**src/rtl/pbdf_pkg.sv**
```systemverilog
`default_nettype none

package pbdf_pkg;

  // Character classes seen by the parser.
  typedef enum logic [2:0] {
    CLS_HEX,
    CLS_COLON,
    CLS_DOT,
    CLS_NUL,
    CLS_BAD
  } char_class_t;

  // Decoded character: its class and, for a hex digit, its value.
  typedef struct packed {
    char_class_t cls;
    logic [3:0]  digit;
  } char_info_t;

  localparam logic [7:0] CHAR_NUL   = 8'h00;
  localparam logic [7:0] CHAR_COLON = 8'h3A;
  localparam logic [7:0] CHAR_DOT   = 8'h2E;

  // Digit limits per field.
  localparam logic [2:0] FIRST_DIGITS_MAX = 3'd4;
  localparam logic [2:0] MID_DIGITS_MAX   = 3'd2;
  localparam logic [2:0] FUNC_DIGITS_MAX  = 3'd1;

  localparam logic [7:0] DEV_MAX  = 8'h1F;
  localparam logic [3:0] FUNC_MAX = 4'h7;

endpackage

`default_nettype wire

```
**src/rtl/pbdf_ifs.sv**
```systemverilog
`default_nettype none

// Character stream into the parser.
interface pbdf_in_if;
  logic       valid;
  logic       ready;
  logic [7:0] character;

  modport source (output valid, output character, input ready);
  modport sink   (input valid, input character, output ready);
endinterface

// Parsed address out of the parser.
interface pbdf_out_if;
  logic        valid;
  logic        ready;
  logic        valid_res;
  logic [15:0] domain;
  logic [7:0]  bus;
  logic [4:0]  device;
  logic [2:0]  function_res;

  modport source (output valid, output valid_res, output domain, output bus,
                  output device, output function_res, input ready);
  modport sink   (input valid, input valid_res, input domain, input bus,
                  input device, input function_res, output ready);
endinterface

`default_nettype wire

```
**src/rtl/pci_bdf_string_parser_unit.sv**
```systemverilog
// PCI address string parser. Characters of a string of the form
// [domain:]bus:device.function arrive one per beat on in_ch, ended by a NUL
// byte; every field is case-insensitive hex, the domain taking one to four
// digits, the bus one or two, the device one or two with a value of at most
// 0x1F and the function exactly one digit from 0 to 7. Each NUL produces one
// beat on out_ch carrying valid_res and the four numbers, which are all zero
// when the string broke the grammar; the parser then starts afresh. One
// character is taken every clock cycle, and the result beat appears on out_ch
// in the cycle after its NUL is taken. The single output register is what
// sets the pace: the input only stalls while a result beat is held there and
// the sink is not taking it.
`default_nettype none

module pci_bdf_string_parser_unit (
  input  wire logic  clk,
  input  wire logic  rst_n,
  pbdf_in_if.sink    in_ch,
  pbdf_out_if.source out_ch
);

  // Which field the next digit belongs to.
  typedef enum logic [1:0] {
    PH_FIRST,
    PH_SECOND,
    PH_THIRD,
    PH_FUNC
  } phase_t;

  pbdf_pkg::char_info_t info;

  phase_t      phase_r,        phase_nxt;
  logic [1:0]  colon_cnt_r,    colon_cnt_nxt;
  logic [2:0]  digit_cnt_r,    digit_cnt_nxt;
  logic [2:0]  first_digits_r, first_digits_nxt;
  logic [15:0] first_val_r,    first_val_nxt;
  logic [7:0]  second_val_r,   second_val_nxt;
  logic [7:0]  third_val_r,    third_val_nxt;
  logic [2:0]  func_val_r,     func_val_nxt;
  logic        err_r,          err_nxt;

  logic        out_valid_r,    out_valid_nxt;
  logic        res_ok_r,       res_ok_nxt;
  logic [15:0] res_dom_r,      res_dom_nxt;
  logic [7:0]  res_bus_r,      res_bus_nxt;
  logic [4:0]  res_dev_r,      res_dev_nxt;
  logic [2:0]  res_func_r,     res_func_nxt;

  logic        in_accept;
  logic [2:0]  digit_limit;

  // Working values for judging a finished string.
  logic        ok;
  logic [15:0] dom;
  logic [7:0]  bus;
  logic [7:0]  dev;

  pbdf_char_decode u_decode (
    .ch   (in_ch.character),
    .info (info)
  );

  // A new character is welcome unless a result beat is stuck in the output
  // register; a NUL would otherwise have nowhere to go.
  assign in_ch.ready = !out_valid_r || out_ch.ready;
  assign in_accept   = in_ch.valid && in_ch.ready;

  always_comb begin
    case (phase_r)
      PH_FIRST:  digit_limit = pbdf_pkg::FIRST_DIGITS_MAX;
      PH_SECOND: digit_limit = pbdf_pkg::MID_DIGITS_MAX;
      PH_THIRD:  digit_limit = pbdf_pkg::MID_DIGITS_MAX;
      PH_FUNC:   digit_limit = pbdf_pkg::FUNC_DIGITS_MAX;
      default:   digit_limit = pbdf_pkg::FUNC_DIGITS_MAX;
    endcase
  end

  // Judge the string as it stands, for use when the NUL arrives.
  always_comb begin
    ok  = !err_r && (phase_r == PH_FUNC) && (digit_cnt_r == 3'd1);
    dom = 16'd0;
    bus = 8'd0;
    dev = 8'd0;
    case (colon_cnt_r)
      2'd2: begin
        dom = first_val_r;
        bus = second_val_r;
        dev = third_val_r;
      end
      2'd1: begin
        // The leading field is the bus, so it may not exceed two digits.
        if (first_digits_r > pbdf_pkg::MID_DIGITS_MAX) ok = 1'b0;
        bus = first_val_r[7:0];
        dev = second_val_r;
      end
      default: ok = 1'b0;
    endcase
    if (dev > pbdf_pkg::DEV_MAX) ok = 1'b0;
  end

  always_comb begin
    phase_nxt        = phase_r;
    colon_cnt_nxt    = colon_cnt_r;
    digit_cnt_nxt    = digit_cnt_r;
    first_digits_nxt = first_digits_r;
    first_val_nxt    = first_val_r;
    second_val_nxt   = second_val_r;
    third_val_nxt    = third_val_r;
    func_val_nxt     = func_val_r;
    err_nxt          = err_r;

    res_ok_nxt   = res_ok_r;
    res_dom_nxt  = res_dom_r;
    res_bus_nxt  = res_bus_r;
    res_dev_nxt  = res_dev_r;
    res_func_nxt = res_func_r;

    out_valid_nxt = out_valid_r && !out_ch.ready;

    if (in_accept) begin
      if (info.cls == pbdf_pkg::CLS_NUL) begin
        out_valid_nxt = 1'b1;
        res_ok_nxt    = ok;
        res_dom_nxt   = ok ? dom : 16'd0;
        res_bus_nxt   = ok ? bus : 8'd0;
        res_dev_nxt   = ok ? dev[4:0] : 5'd0;
        res_func_nxt  = ok ? func_val_r : 3'd0;

        phase_nxt        = PH_FIRST;
        colon_cnt_nxt    = 2'd0;
        digit_cnt_nxt    = 3'd0;
        first_digits_nxt = 3'd0;
        first_val_nxt    = 16'd0;
        second_val_nxt   = 8'd0;
        third_val_nxt    = 8'd0;
        func_val_nxt     = 3'd0;
        err_nxt          = 1'b0;
      end else if (!err_r) begin
        // Once the string is broken, everything up to the NUL is ignored.
        case (info.cls)
          pbdf_pkg::CLS_HEX: begin
            if (digit_cnt_r >= digit_limit) begin
              err_nxt = 1'b1;
            end else begin
              digit_cnt_nxt = digit_cnt_r + 3'd1;
              case (phase_r)
                PH_FIRST:  first_val_nxt  = {first_val_r[11:0], info.digit};
                PH_SECOND: second_val_nxt = {second_val_r[3:0], info.digit};
                PH_THIRD:  third_val_nxt  = {third_val_r[3:0], info.digit};
                PH_FUNC: begin
                  if (info.digit > pbdf_pkg::FUNC_MAX) err_nxt = 1'b1;
                  else func_val_nxt = info.digit[2:0];
                end
                default: err_nxt = 1'b1;
              endcase
            end
          end
          pbdf_pkg::CLS_COLON: begin
            if (digit_cnt_r == 3'd0 ||
                !(phase_r == PH_FIRST || phase_r == PH_SECOND)) begin
              err_nxt = 1'b1;
            end else begin
              if (phase_r == PH_FIRST) begin
                first_digits_nxt = digit_cnt_r;
                phase_nxt        = PH_SECOND;
              end else begin
                phase_nxt = PH_THIRD;
              end
              colon_cnt_nxt = colon_cnt_r + 2'd1;
              digit_cnt_nxt = 3'd0;
            end
          end
          pbdf_pkg::CLS_DOT: begin
            if (digit_cnt_r == 3'd0 || phase_r == PH_FIRST || phase_r == PH_FUNC) begin
              err_nxt = 1'b1;
            end else begin
              phase_nxt     = PH_FUNC;
              digit_cnt_nxt = 3'd0;
            end
          end
          default: err_nxt = 1'b1;
        endcase
      end
    end
  end

  always_ff @(posedge clk) begin
    if (!rst_n) begin
      phase_r        <= PH_FIRST;
      colon_cnt_r    <= 2'd0;
      digit_cnt_r    <= 3'd0;
      first_digits_r <= 3'd0;
      first_val_r    <= 16'd0;
      second_val_r   <= 8'd0;
      third_val_r    <= 8'd0;
      func_val_r     <= 3'd0;
      err_r          <= 1'b0;
      out_valid_r    <= 1'b0;
    end else begin
      phase_r        <= phase_nxt;
      colon_cnt_r    <= colon_cnt_nxt;
      digit_cnt_r    <= digit_cnt_nxt;
      first_digits_r <= first_digits_nxt;
      first_val_r    <= first_val_nxt;
      second_val_r   <= second_val_nxt;
      third_val_r    <= third_val_nxt;
      func_val_r     <= func_val_nxt;
      err_r          <= err_nxt;
      out_valid_r    <= out_valid_nxt;
    end
  end

  // The result payload needs no reset: it is only looked at under out_valid_r.
  always_ff @(posedge clk) begin
    res_ok_r   <= res_ok_nxt;
    res_dom_r  <= res_dom_nxt;
    res_bus_r  <= res_bus_nxt;
    res_dev_r  <= res_dev_nxt;
    res_func_r <= res_func_nxt;
  end

  assign out_ch.valid        = out_valid_r;
  assign out_ch.valid_res    = res_ok_r;
  assign out_ch.domain       = res_dom_r;
  assign out_ch.bus          = res_bus_r;
  assign out_ch.device       = res_dev_r;
  assign out_ch.function_res = res_func_r;

endmodule

`default_nettype wire

```
**src/rtl/pbdf_char_decode.sv**
```systemverilog
`default_nettype none

// Classifies one byte and extracts the hex digit value.
module pbdf_char_decode (
  input  wire logic [7:0]         ch,
  output pbdf_pkg::char_info_t    info
);

  always_comb begin
    info.cls   = pbdf_pkg::CLS_BAD;
    info.digit = 4'd0;
    case (ch) inside
      [8'h30:8'h39]: begin
        info.cls   = pbdf_pkg::CLS_HEX;
        info.digit = ch[3:0];
      end
      [8'h41:8'h46], [8'h61:8'h66]: begin
        // Letters a-f sit at 1..6 in the low nibble.
        info.cls   = pbdf_pkg::CLS_HEX;
        info.digit = ch[3:0] + 4'd9;
      end
      pbdf_pkg::CHAR_COLON: info.cls = pbdf_pkg::CLS_COLON;
      pbdf_pkg::CHAR_DOT:   info.cls = pbdf_pkg::CLS_DOT;
      pbdf_pkg::CHAR_NUL:   info.cls = pbdf_pkg::CLS_NUL;
      default:              info.cls = pbdf_pkg::CLS_BAD;
    endcase
  end

endmodule

`default_nettype wire

```
**src/flat_wrapper.sv**
```systemverilog
// flat-port wrapper written by rule: the top's interface ports become plain ports
module pci_bdf_string_parser_unit_flat 
  (clk, rst_n, in_ch_valid, in_ch_character, in_ch_ready, out_ch_valid, out_ch_valid_res, out_ch_domain, out_ch_bus, out_ch_device, out_ch_function_res, out_ch_ready);
  pbdf_in_if in_ch_i ();
  pbdf_out_if out_ch_i ();
  input  wire logic clk;
  input  wire logic rst_n;
  input wire logic [$bits(in_ch_i.valid)-1:0] in_ch_valid;
  input wire logic [$bits(in_ch_i.character)-1:0] in_ch_character;
  output wire logic [$bits(in_ch_i.ready)-1:0] in_ch_ready;
  output wire logic [$bits(out_ch_i.valid)-1:0] out_ch_valid;
  output wire logic [$bits(out_ch_i.valid_res)-1:0] out_ch_valid_res;
  output wire logic [$bits(out_ch_i.domain)-1:0] out_ch_domain;
  output wire logic [$bits(out_ch_i.bus)-1:0] out_ch_bus;
  output wire logic [$bits(out_ch_i.device)-1:0] out_ch_device;
  output wire logic [$bits(out_ch_i.function_res)-1:0] out_ch_function_res;
  input wire logic [$bits(out_ch_i.ready)-1:0] out_ch_ready;
  assign in_ch_i.valid = in_ch_valid;
  assign in_ch_i.character = in_ch_character;
  assign in_ch_ready = in_ch_i.ready;
  assign out_ch_valid = out_ch_i.valid;
  assign out_ch_valid_res = out_ch_i.valid_res;
  assign out_ch_domain = out_ch_i.domain;
  assign out_ch_bus = out_ch_i.bus;
  assign out_ch_device = out_ch_i.device;
  assign out_ch_function_res = out_ch_i.function_res;
  assign out_ch_i.ready = out_ch_ready;
  pci_bdf_string_parser_unit u_core (.clk(clk), .rst_n(rst_n), .in_ch(in_ch_i), .out_ch(out_ch_i));
endmodule
```
**config.mk**
```make
export PLATFORM = sky130hd
export DESIGN_NAME = pci_bdf_string_parser_unit_flat
export DESIGN_NICKNAME = d
export VERILOG_FILES = /design/src/rtl/pbdf_pkg.sv /design/src/rtl/pbdf_ifs.sv /design/src/rtl/pci_bdf_string_parser_unit.sv /design/src/rtl/pbdf_char_decode.sv /design/src/flat_wrapper.sv
export SDC_FILE = /design/constraint.sdc
export NUM_CORES = 1
export LEC_CHECK = 0
export BUFFER_PORTS_ARGS = -buffer_cell sky130_fd_sc_hd__buf_2
export CORE_ASPECT_RATIO = 1.4
export CORE_MARGIN = 2
export CORE_UTILIZATION = 55
export DETAILED_ROUTE_END_ITERATION = 12
export PLACE_DENSITY = 0.76
export SLEW_MARGIN = 20
export SYNTH_ARGS = -nofsm -noshare
export SYNTH_HDL_FRONTEND = slang
export SYNTH_HIERARCHICAL = 1
export SYNTH_SLANG_ARGS = --single-unit
export TNS_END_PERCENT = 10
```
**constraint.sdc**
```tcl
create_clock -name clk -period 7.2 [get_ports clk]
set_input_delay 0.36 -clock clk [delete_from_list [all_inputs] [get_ports clk]]
set_output_delay 0.36 -clock clk [all_outputs]
set_load 0.05 [all_outputs]
```
==> results of run 1 <==
sequential cells by signal (all words and copies together), names as in the netlist, 5 cells and up:
register / count
u_core/third_val_r: 8
u_core/second_val_r: 8
u_core/out_ch.bus: 8
u_core/out_ch.domain: 16
u_core/out_ch.device: 5
u_core/first_val_r: 16
final timing paths:
| path | from | to | slack [ps] | cells after the start |
|---|---|---|---|---|
| setup / recovery | in_ch_character[1] | u_core/func_val_r[0] | 4120 | 12 |
| hold / removal | out_ch_ready | u_core/out_ch.valid | 350 | 3 |
| hold reg to reg | u_core/first_digits_r[1] | u_core/first_digits_r[1] | 470 | 2 |
| setup reg to reg | u_core/phase_r[0] | u_core/first_val_r[5] | 4630 | 9 |
per-layer routing:
metal | share of wire | up-vias | global-route usage
met4 | 0.021 | 0 | 0.0909
li1 | - | 1332 | -
met5 | 0 | - | 0
met1 | 0.41 | 1268 | 0.237
met3 | 0.029 | 13 | 0.0478
met2 | 0.54 | 63 | 0.364
logic make-up (layout without fill, tap and decap cells):
group | Yosys count | in the layout | synth area share
and+or+nand+nor | 115 | 115 | 0.182
xor gates and xnor gates | 1 | 1 | 0.00236
muxes | 6 | 6 | 0.0165
DFF | 80 | 80 | 0.520
AOI/OAI and AO/OA | 84 | 84 | 0.185
adders and majority gates | 19 | 19 | 0.0640
buffers and inverters | 26 | 80 | 0.0310
placed cells by master, fill, tap and decap left out, types with 9 or more instances in the layout:
cell type / instances
nor2_1: 25
a22o_1: 35
edfxtp_1: 33
ha_1: 19
inv_1: 15
clkbuf_8: 9
a22oi_1: 13
nand2_1: 23
buf_2: 46
and2_1: 24
dfxtp_1: 47
power by group:
group	switching (mW)	internal, mW	leakage, nW
Sequential	0.00117	0.468	0.744
Combinational	0.0225	0.0107	0.889
Clock	0.160	0.162	0.0968
area by class of cell:
| cell class | count | area, µm² |
|---|---|---|
| clock buffer | 10 | 128 |
| clock inverter | 6 | 68.8 |
| fill | 535 | 2370 |
| inverter | 16 | 60.1 |
| multi-input combinational | 225 | 1670 |
| sequential | 80 | 1930 |
| tap | 74 | 92.6 |
| timing repair buffer | 48 | 245 |
worst register-to-register path, delay by kind of cell (launching register included):
kind                       cells  cell delay (ps)
adders and majority gates      2              430
and+or+nand+nor                2              930
AOI/OAI and AO/OA              3              560
buffers and inverters          2              170
DFF                            1              410
==> results_dict.tcl, run 1 <==
set metrics [dict create \
    status "completed" \
    yosysWarnings 6 \
    hold_viol_final 0 \
    root_buffer "clkbuf_8" \
    crit_top_cell "inv_1" \
    synth_most_common_cell "dfxtp_1" \
    cp_slowest_cell "a211oi_1" \
    fin_skew_ps 8.17 \
    antenna_found_initial 0 \
    max_freq_mhz 325 \
    clk_pin_slew_ps 80 \
    drive_gt1_frac 0.203 \
    synth_ff_type "dfxtp_1" \
    clockBufferDepth 2 \
    drt_iter0_drc 197 \
    syn_area_um2 3710 \
    track_usage 0.207 \
    die_h_um 101 \
    drv_slew 0 \
    tightest_slew_ps 930 \
    wirelength_um 7230 \
    cts_setup_buffers 0 \
    first_global_vias 2545 \
    ys_types 60 \
    final_nets 411 \
    synth_edf_count 33 \
    path_cells "buf_2, inv_1, ha_1, nor3b_2, a311oi_4, a211oi_1, and3b_1, nand2_1, inv_1, buf_4, a311oi_1, a22o_1" \
    yosysSeqAreaShare 0.520 \
    synth_top_area_frac 0.267 \
    vias_per_cell 5.83 \
    postPlaceCellArea_um2 4000 \
    ir_worst_vdd_mv 0.104 \
    start_util 0.566 \
    boundaryPins 47 \
    die_w_um 73.5 \
    clkLatencyLatePin_ps 340 \
    syn_inst 331 \
    placeableCoreArea_um2 6570 \
    hpwl_um 5300 \
    path_class "in2reg" \
    synthArstFlopShare 0 \
    syn-num-nets 362 \
    setup_tns_ps 0 \
    fin_crit_sh 0.428 \
    drv_cap 0 \
    leakage_nw 1.73 \
    cts_tree "yes" \
    fin_area_um2 4200 \
    critPathTopFamily "compound AO/OA/AOI/OAI gates" \
    finalCriticalPeriod_ps 3080 \
    place_congestion 0.903 \
    avgSynthCellArea_um2 11.2 \
    numClockSinks 80 \
    cts_made_buffers 9 \
    critPathMaxStageDelay_ps 800 \
    postRouteAntennaNets 0 \
    rsz0062_at_grt "false" \
    dieArea_um2 7440 \
    antennaDiodeCount 0 \
    end_kind "flop" \
    ys_ff_latch 80 \
    rows 35 \
    cp-start-kind "input port" \
    finalPower_mw 0.824 \
    worstPathMaxFanout 34 \
    detail_route.wl_per_cell_um 15.7 \
    holdWs_ps 346 \
    area_growth_pct 13.1 \
    arrival_ps 3310 \
    grt_pass1_wl_um 12000 \
    required_ps 7430 \
    synthTopCellsByArea "edfxtp_1 27%, dfxtp_1 25%, a22o_1 8.3%" \
    grt_overflow 0 \
    path_buf_inv 4 \
    fin_ws_ps 4120 \
    min_path_type "in2reg" \
    maxSlewHeadroom 0.376 \
    drc_errors 0 \
    p_per_area_nw_per_um2 196 \
    ctsHoldBuffers 0 \
    dp_cells 443 \
    first_pass_iters 4 \
    vias 2676 \
    place.port_buffers 46 \
    fin_util 0.639 \
    final_cells 459 \
    yosysTopAreaCell "edfxtp_1" \
    setup_viol 0 \
    cts_max_level 3 \
    pre_cts_slack_ps 3780 \
    grt_max_degree 35 \
    post_cts_resize_count 0 \
    synth_common_cells "47 x dfxtp_1, 35 x a22o_1, 33 x edfxtp_1" \
]
(Power assumes the default switching activity.)
==> inputs of run 2 (changes only) <==
ABC_AREA = 1   (was default)
CORE_UTILIZATION = 53   (was 55)
clock period = 2.81 ns   (was 7.2 ns; I/O delays follow)
==> run 2 against run 1 <==
Routed wire length is 18% higher. Largest cell class unchanged. Clock power rose by 140%. Critical path depth increased by 3. Sequential power rose to 2.6 times the previous value. Sequential share of layout area decreased by 5.1 points. Combinational power grew to 3.5 times the previous value. Synthesized area rose by 15%. Critical path type is now reg2reg.
==> results_dict.tcl, run 2 <==
set metrics [dict create \
    rows 38 \
    syn-num-nets 608 \
    die_w_um 79.8 \
    finalCriticalPeriod_ps 2280 \
    holdWs_ps 157 \
    arrival_ps 2510 \
    final_nets 646 \
    boundaryPins 47 \
    reg2reg_depth 15 \
    grt_overflow 0 \
    track_usage 0.212 \
    p_int_mw 1.64 \
    fin_area_um2 4720 \
    first_global_vias 3296 \
    synthTopCellsByArea "edfxtp_1 23%, dfxtp_1 22%, nand2_1 12%" \
    cts_tree "yes" \
    cp-start-kind "flop" \
    synth_fa_ha_area_frac 0.0558 \
    drv_cap 0 \
    fin_ws_ps 533 \
    drt_iter0_drc 198 \
    worstReg2RegStart "u_core/phase_r[0]" \
    detail_route.wl_per_cell_um 11.8 \
    grt_max_degree 44 \
    wirelength_um 8510 \
    clkLatencyLatePin_ps 350 \
    p_clk_frac 0.370 \
    min_from "out_ch_ready" \
    fin_skew_ps 5.98 \
    whs_path_depth 4 \
    post_cts_resize_count 0 \
    final-seq-area_um2 1930 \
    fin_util 0.606 \
    vias 3616 \
    multiInputGateArea_um2 1830 \
    die_h_um 110 \
    drv_slew 0 \
    setup_tns_ps 0 \
    status "completed" \
    end_kind "flop" \
    placeableCoreArea_um2 7800 \
    drive_gt1_frac 0.134 \
    ir_worst_vdd_mv 0.201 \
    fin_crit_sh 0.810 \
    max_freq_mhz 439 \
    postRouteAntennaNets 0 \
    path_class "reg2reg" \
    place.port_buffers 46 \
    synth_top_area_frac 0.233 \
    clk_pin_slew_ps 70 \
    numClockSinks 80 \
    cts_setup_buffers 0 \
    hold_viol_final 0 \
    min_to "u_core/out_ch.valid" \
    yosysWarnings 6 \
    required_ps 3050 \
    start_util 0.546 \
    area_growth_pct 10.9 \
    ys_types 33 \
    first_pass_iters 6 \
    syn_area_um2 4260 \
    avgSynthCellArea_um2 7.38 \
    yosysSeqAreaShare 0.454 \
    final_common_cell "nand2_1" \
    seqPwrFrac 0.574 \
    rsz0062_at_grt "false" \
    syn_inst 577 \
    worstPathMaxFanout 33 \
    leakage_nw 2.09 \
    synthArstFlopShare 0 \
    use_met2 0.367 \
    grt_pass1_wl_um 14400 \
    gr-max-usage-layer "met2" \
    postPlaceCellArea_um2 4540 \
    ctsHoldBuffers 0 \
    hpwl_um 6260 \
    dieArea_um2 8780 \
    setup_viol 0 \
    min_path_type "in2reg" \
    synth_ff_type "dfxtp_1" \
    tightest_slew_ps 768 \
    timing.rr.end "u_core/second_val_r[4]" \
    drc_errors 0 \
    finalPower_mw 2.11 \
    reg2reg_slack_ps 530 \
    vias_per_cell 5.02 \
    globalRouteMet3Util 0.0521 \
    synth_edf_count 33 \
    root_buffer "clkbuf_8" \
    final_cell_mix "136 x nand2_1, 96 x nor2_1, 93 x inv_1, 47 x nand3_1, 47 x dfxtp_1" \
    clockBufferDepth 2 \
    p_sw_mw 0.469 \
    synth_xor_area_frac 0.00206 \
    final_cells 720 \
    fillers 743 \
    synthSimpleGateAreaFrac 0.294 \
    yosysTopAreaCell "edfxtp_1" \
    maxSlewHeadroom 0.488 \
    pre_cts_slack_ps 334 \
    synth_common_cells "136 x nand2_1, 96 x nor2_1, 93 x inv_1" \
    dp_cells 704 \
    antennaDiodeCount 0 \
    place_congestion 0.881 \
    ys_ff_latch 80 \
    synthMuxAreaShare 0 \
    synth_top_family_by_area "simple AND/OR/NAND/NOR gates" \
    synth_most_common_cell "nand2_1" \
    switching_share 0.222 \
    p_per_area_nw_per_um2 446 \
    grtUsageMet1 0.250 \
    p_comb_frac 0.055 \
    cts_made_buffers 9 \
    cts_max_level 3 \
    antenna_found_initial 0 \
    synth-compound-area-share 0.0773 \
]
## run 2: kinds of logic (layout without fill, tap and decap cells)
| group | Yosys count | after routing |
|---|---|---|
| buf+inv | 120 | 163 |
| compound gates | 60 | 60 |
| flops | 80 | 80 |
| simple gates | 297 | 297 |
| fa+ha+maj | 19 | 19 |
| xor+xnor | 1 | 1 |
## run 2: layer usage
| metal | routed length (µm) | vias up |
|---|---|---|
| li1 | - | 1864 |
| met3 | 463 | 19 |
| met5 | 0 | - |
| met2 | 4200 | 114 |
| met4 | 212 | 0 |
| met1 | 3630 | 1619 |
## run 2: power by group through the flow
stage	logic, mW	clock network, mW	registers (mW)
global route	0.134	0.861	1.21
global placement	0.112	0	1.24
floorplan	0.0862	0	1.24
CTS	0.116	0.809	1.21
finish	0.117	0.781	1.21
detailed placement	0.115	0	1.24
## run 2: how the worst max path moves through the flow
stage	startpoint	endpoint	cells after the start
floorplan	in_ch_character[0]	u_core/out_ch.bus[0]	12
global placement	in_ch_character[0]	u_core/third_val_r[2]	17
detailed placement	in_ch_character[0]	u_core/second_val_r[4]	17
CTS	u_core/phase_r[0]	u_core/second_val_r[4]	15
global route	u_core/phase_r[0]	u_core/first_val_r[5]	15
finish	u_core/phase_r[0]	u_core/second_val_r[4]	15
## run 2: worst max-delay path: stages, from the launching register on
cell and delay (ps):
dfxtp_1 410, inv_1 110, ha_1 280, inv_1 40, ha_1 260, nand2_1 60, inv_1 30, nand2_1 50
nand2_1 90, inv_1 70, nand2_1 90, nand2_4 220, buf_12 220, nand3_1 80, nand2_1 100, nor2_1 60
## run 2: layout make-up
type / instances / area share
Sequential cell: 80 / 0.409
Multi-Input combinational cell: 377 / 0.387
Clock inverter: 3 / 0.00344
Tap cell: 100 / 0.0265
Clock buffer: 13 / 0.0360
Timing Repair Buffer: 51 / 0.0620
Inverter: 96 / 0.0763
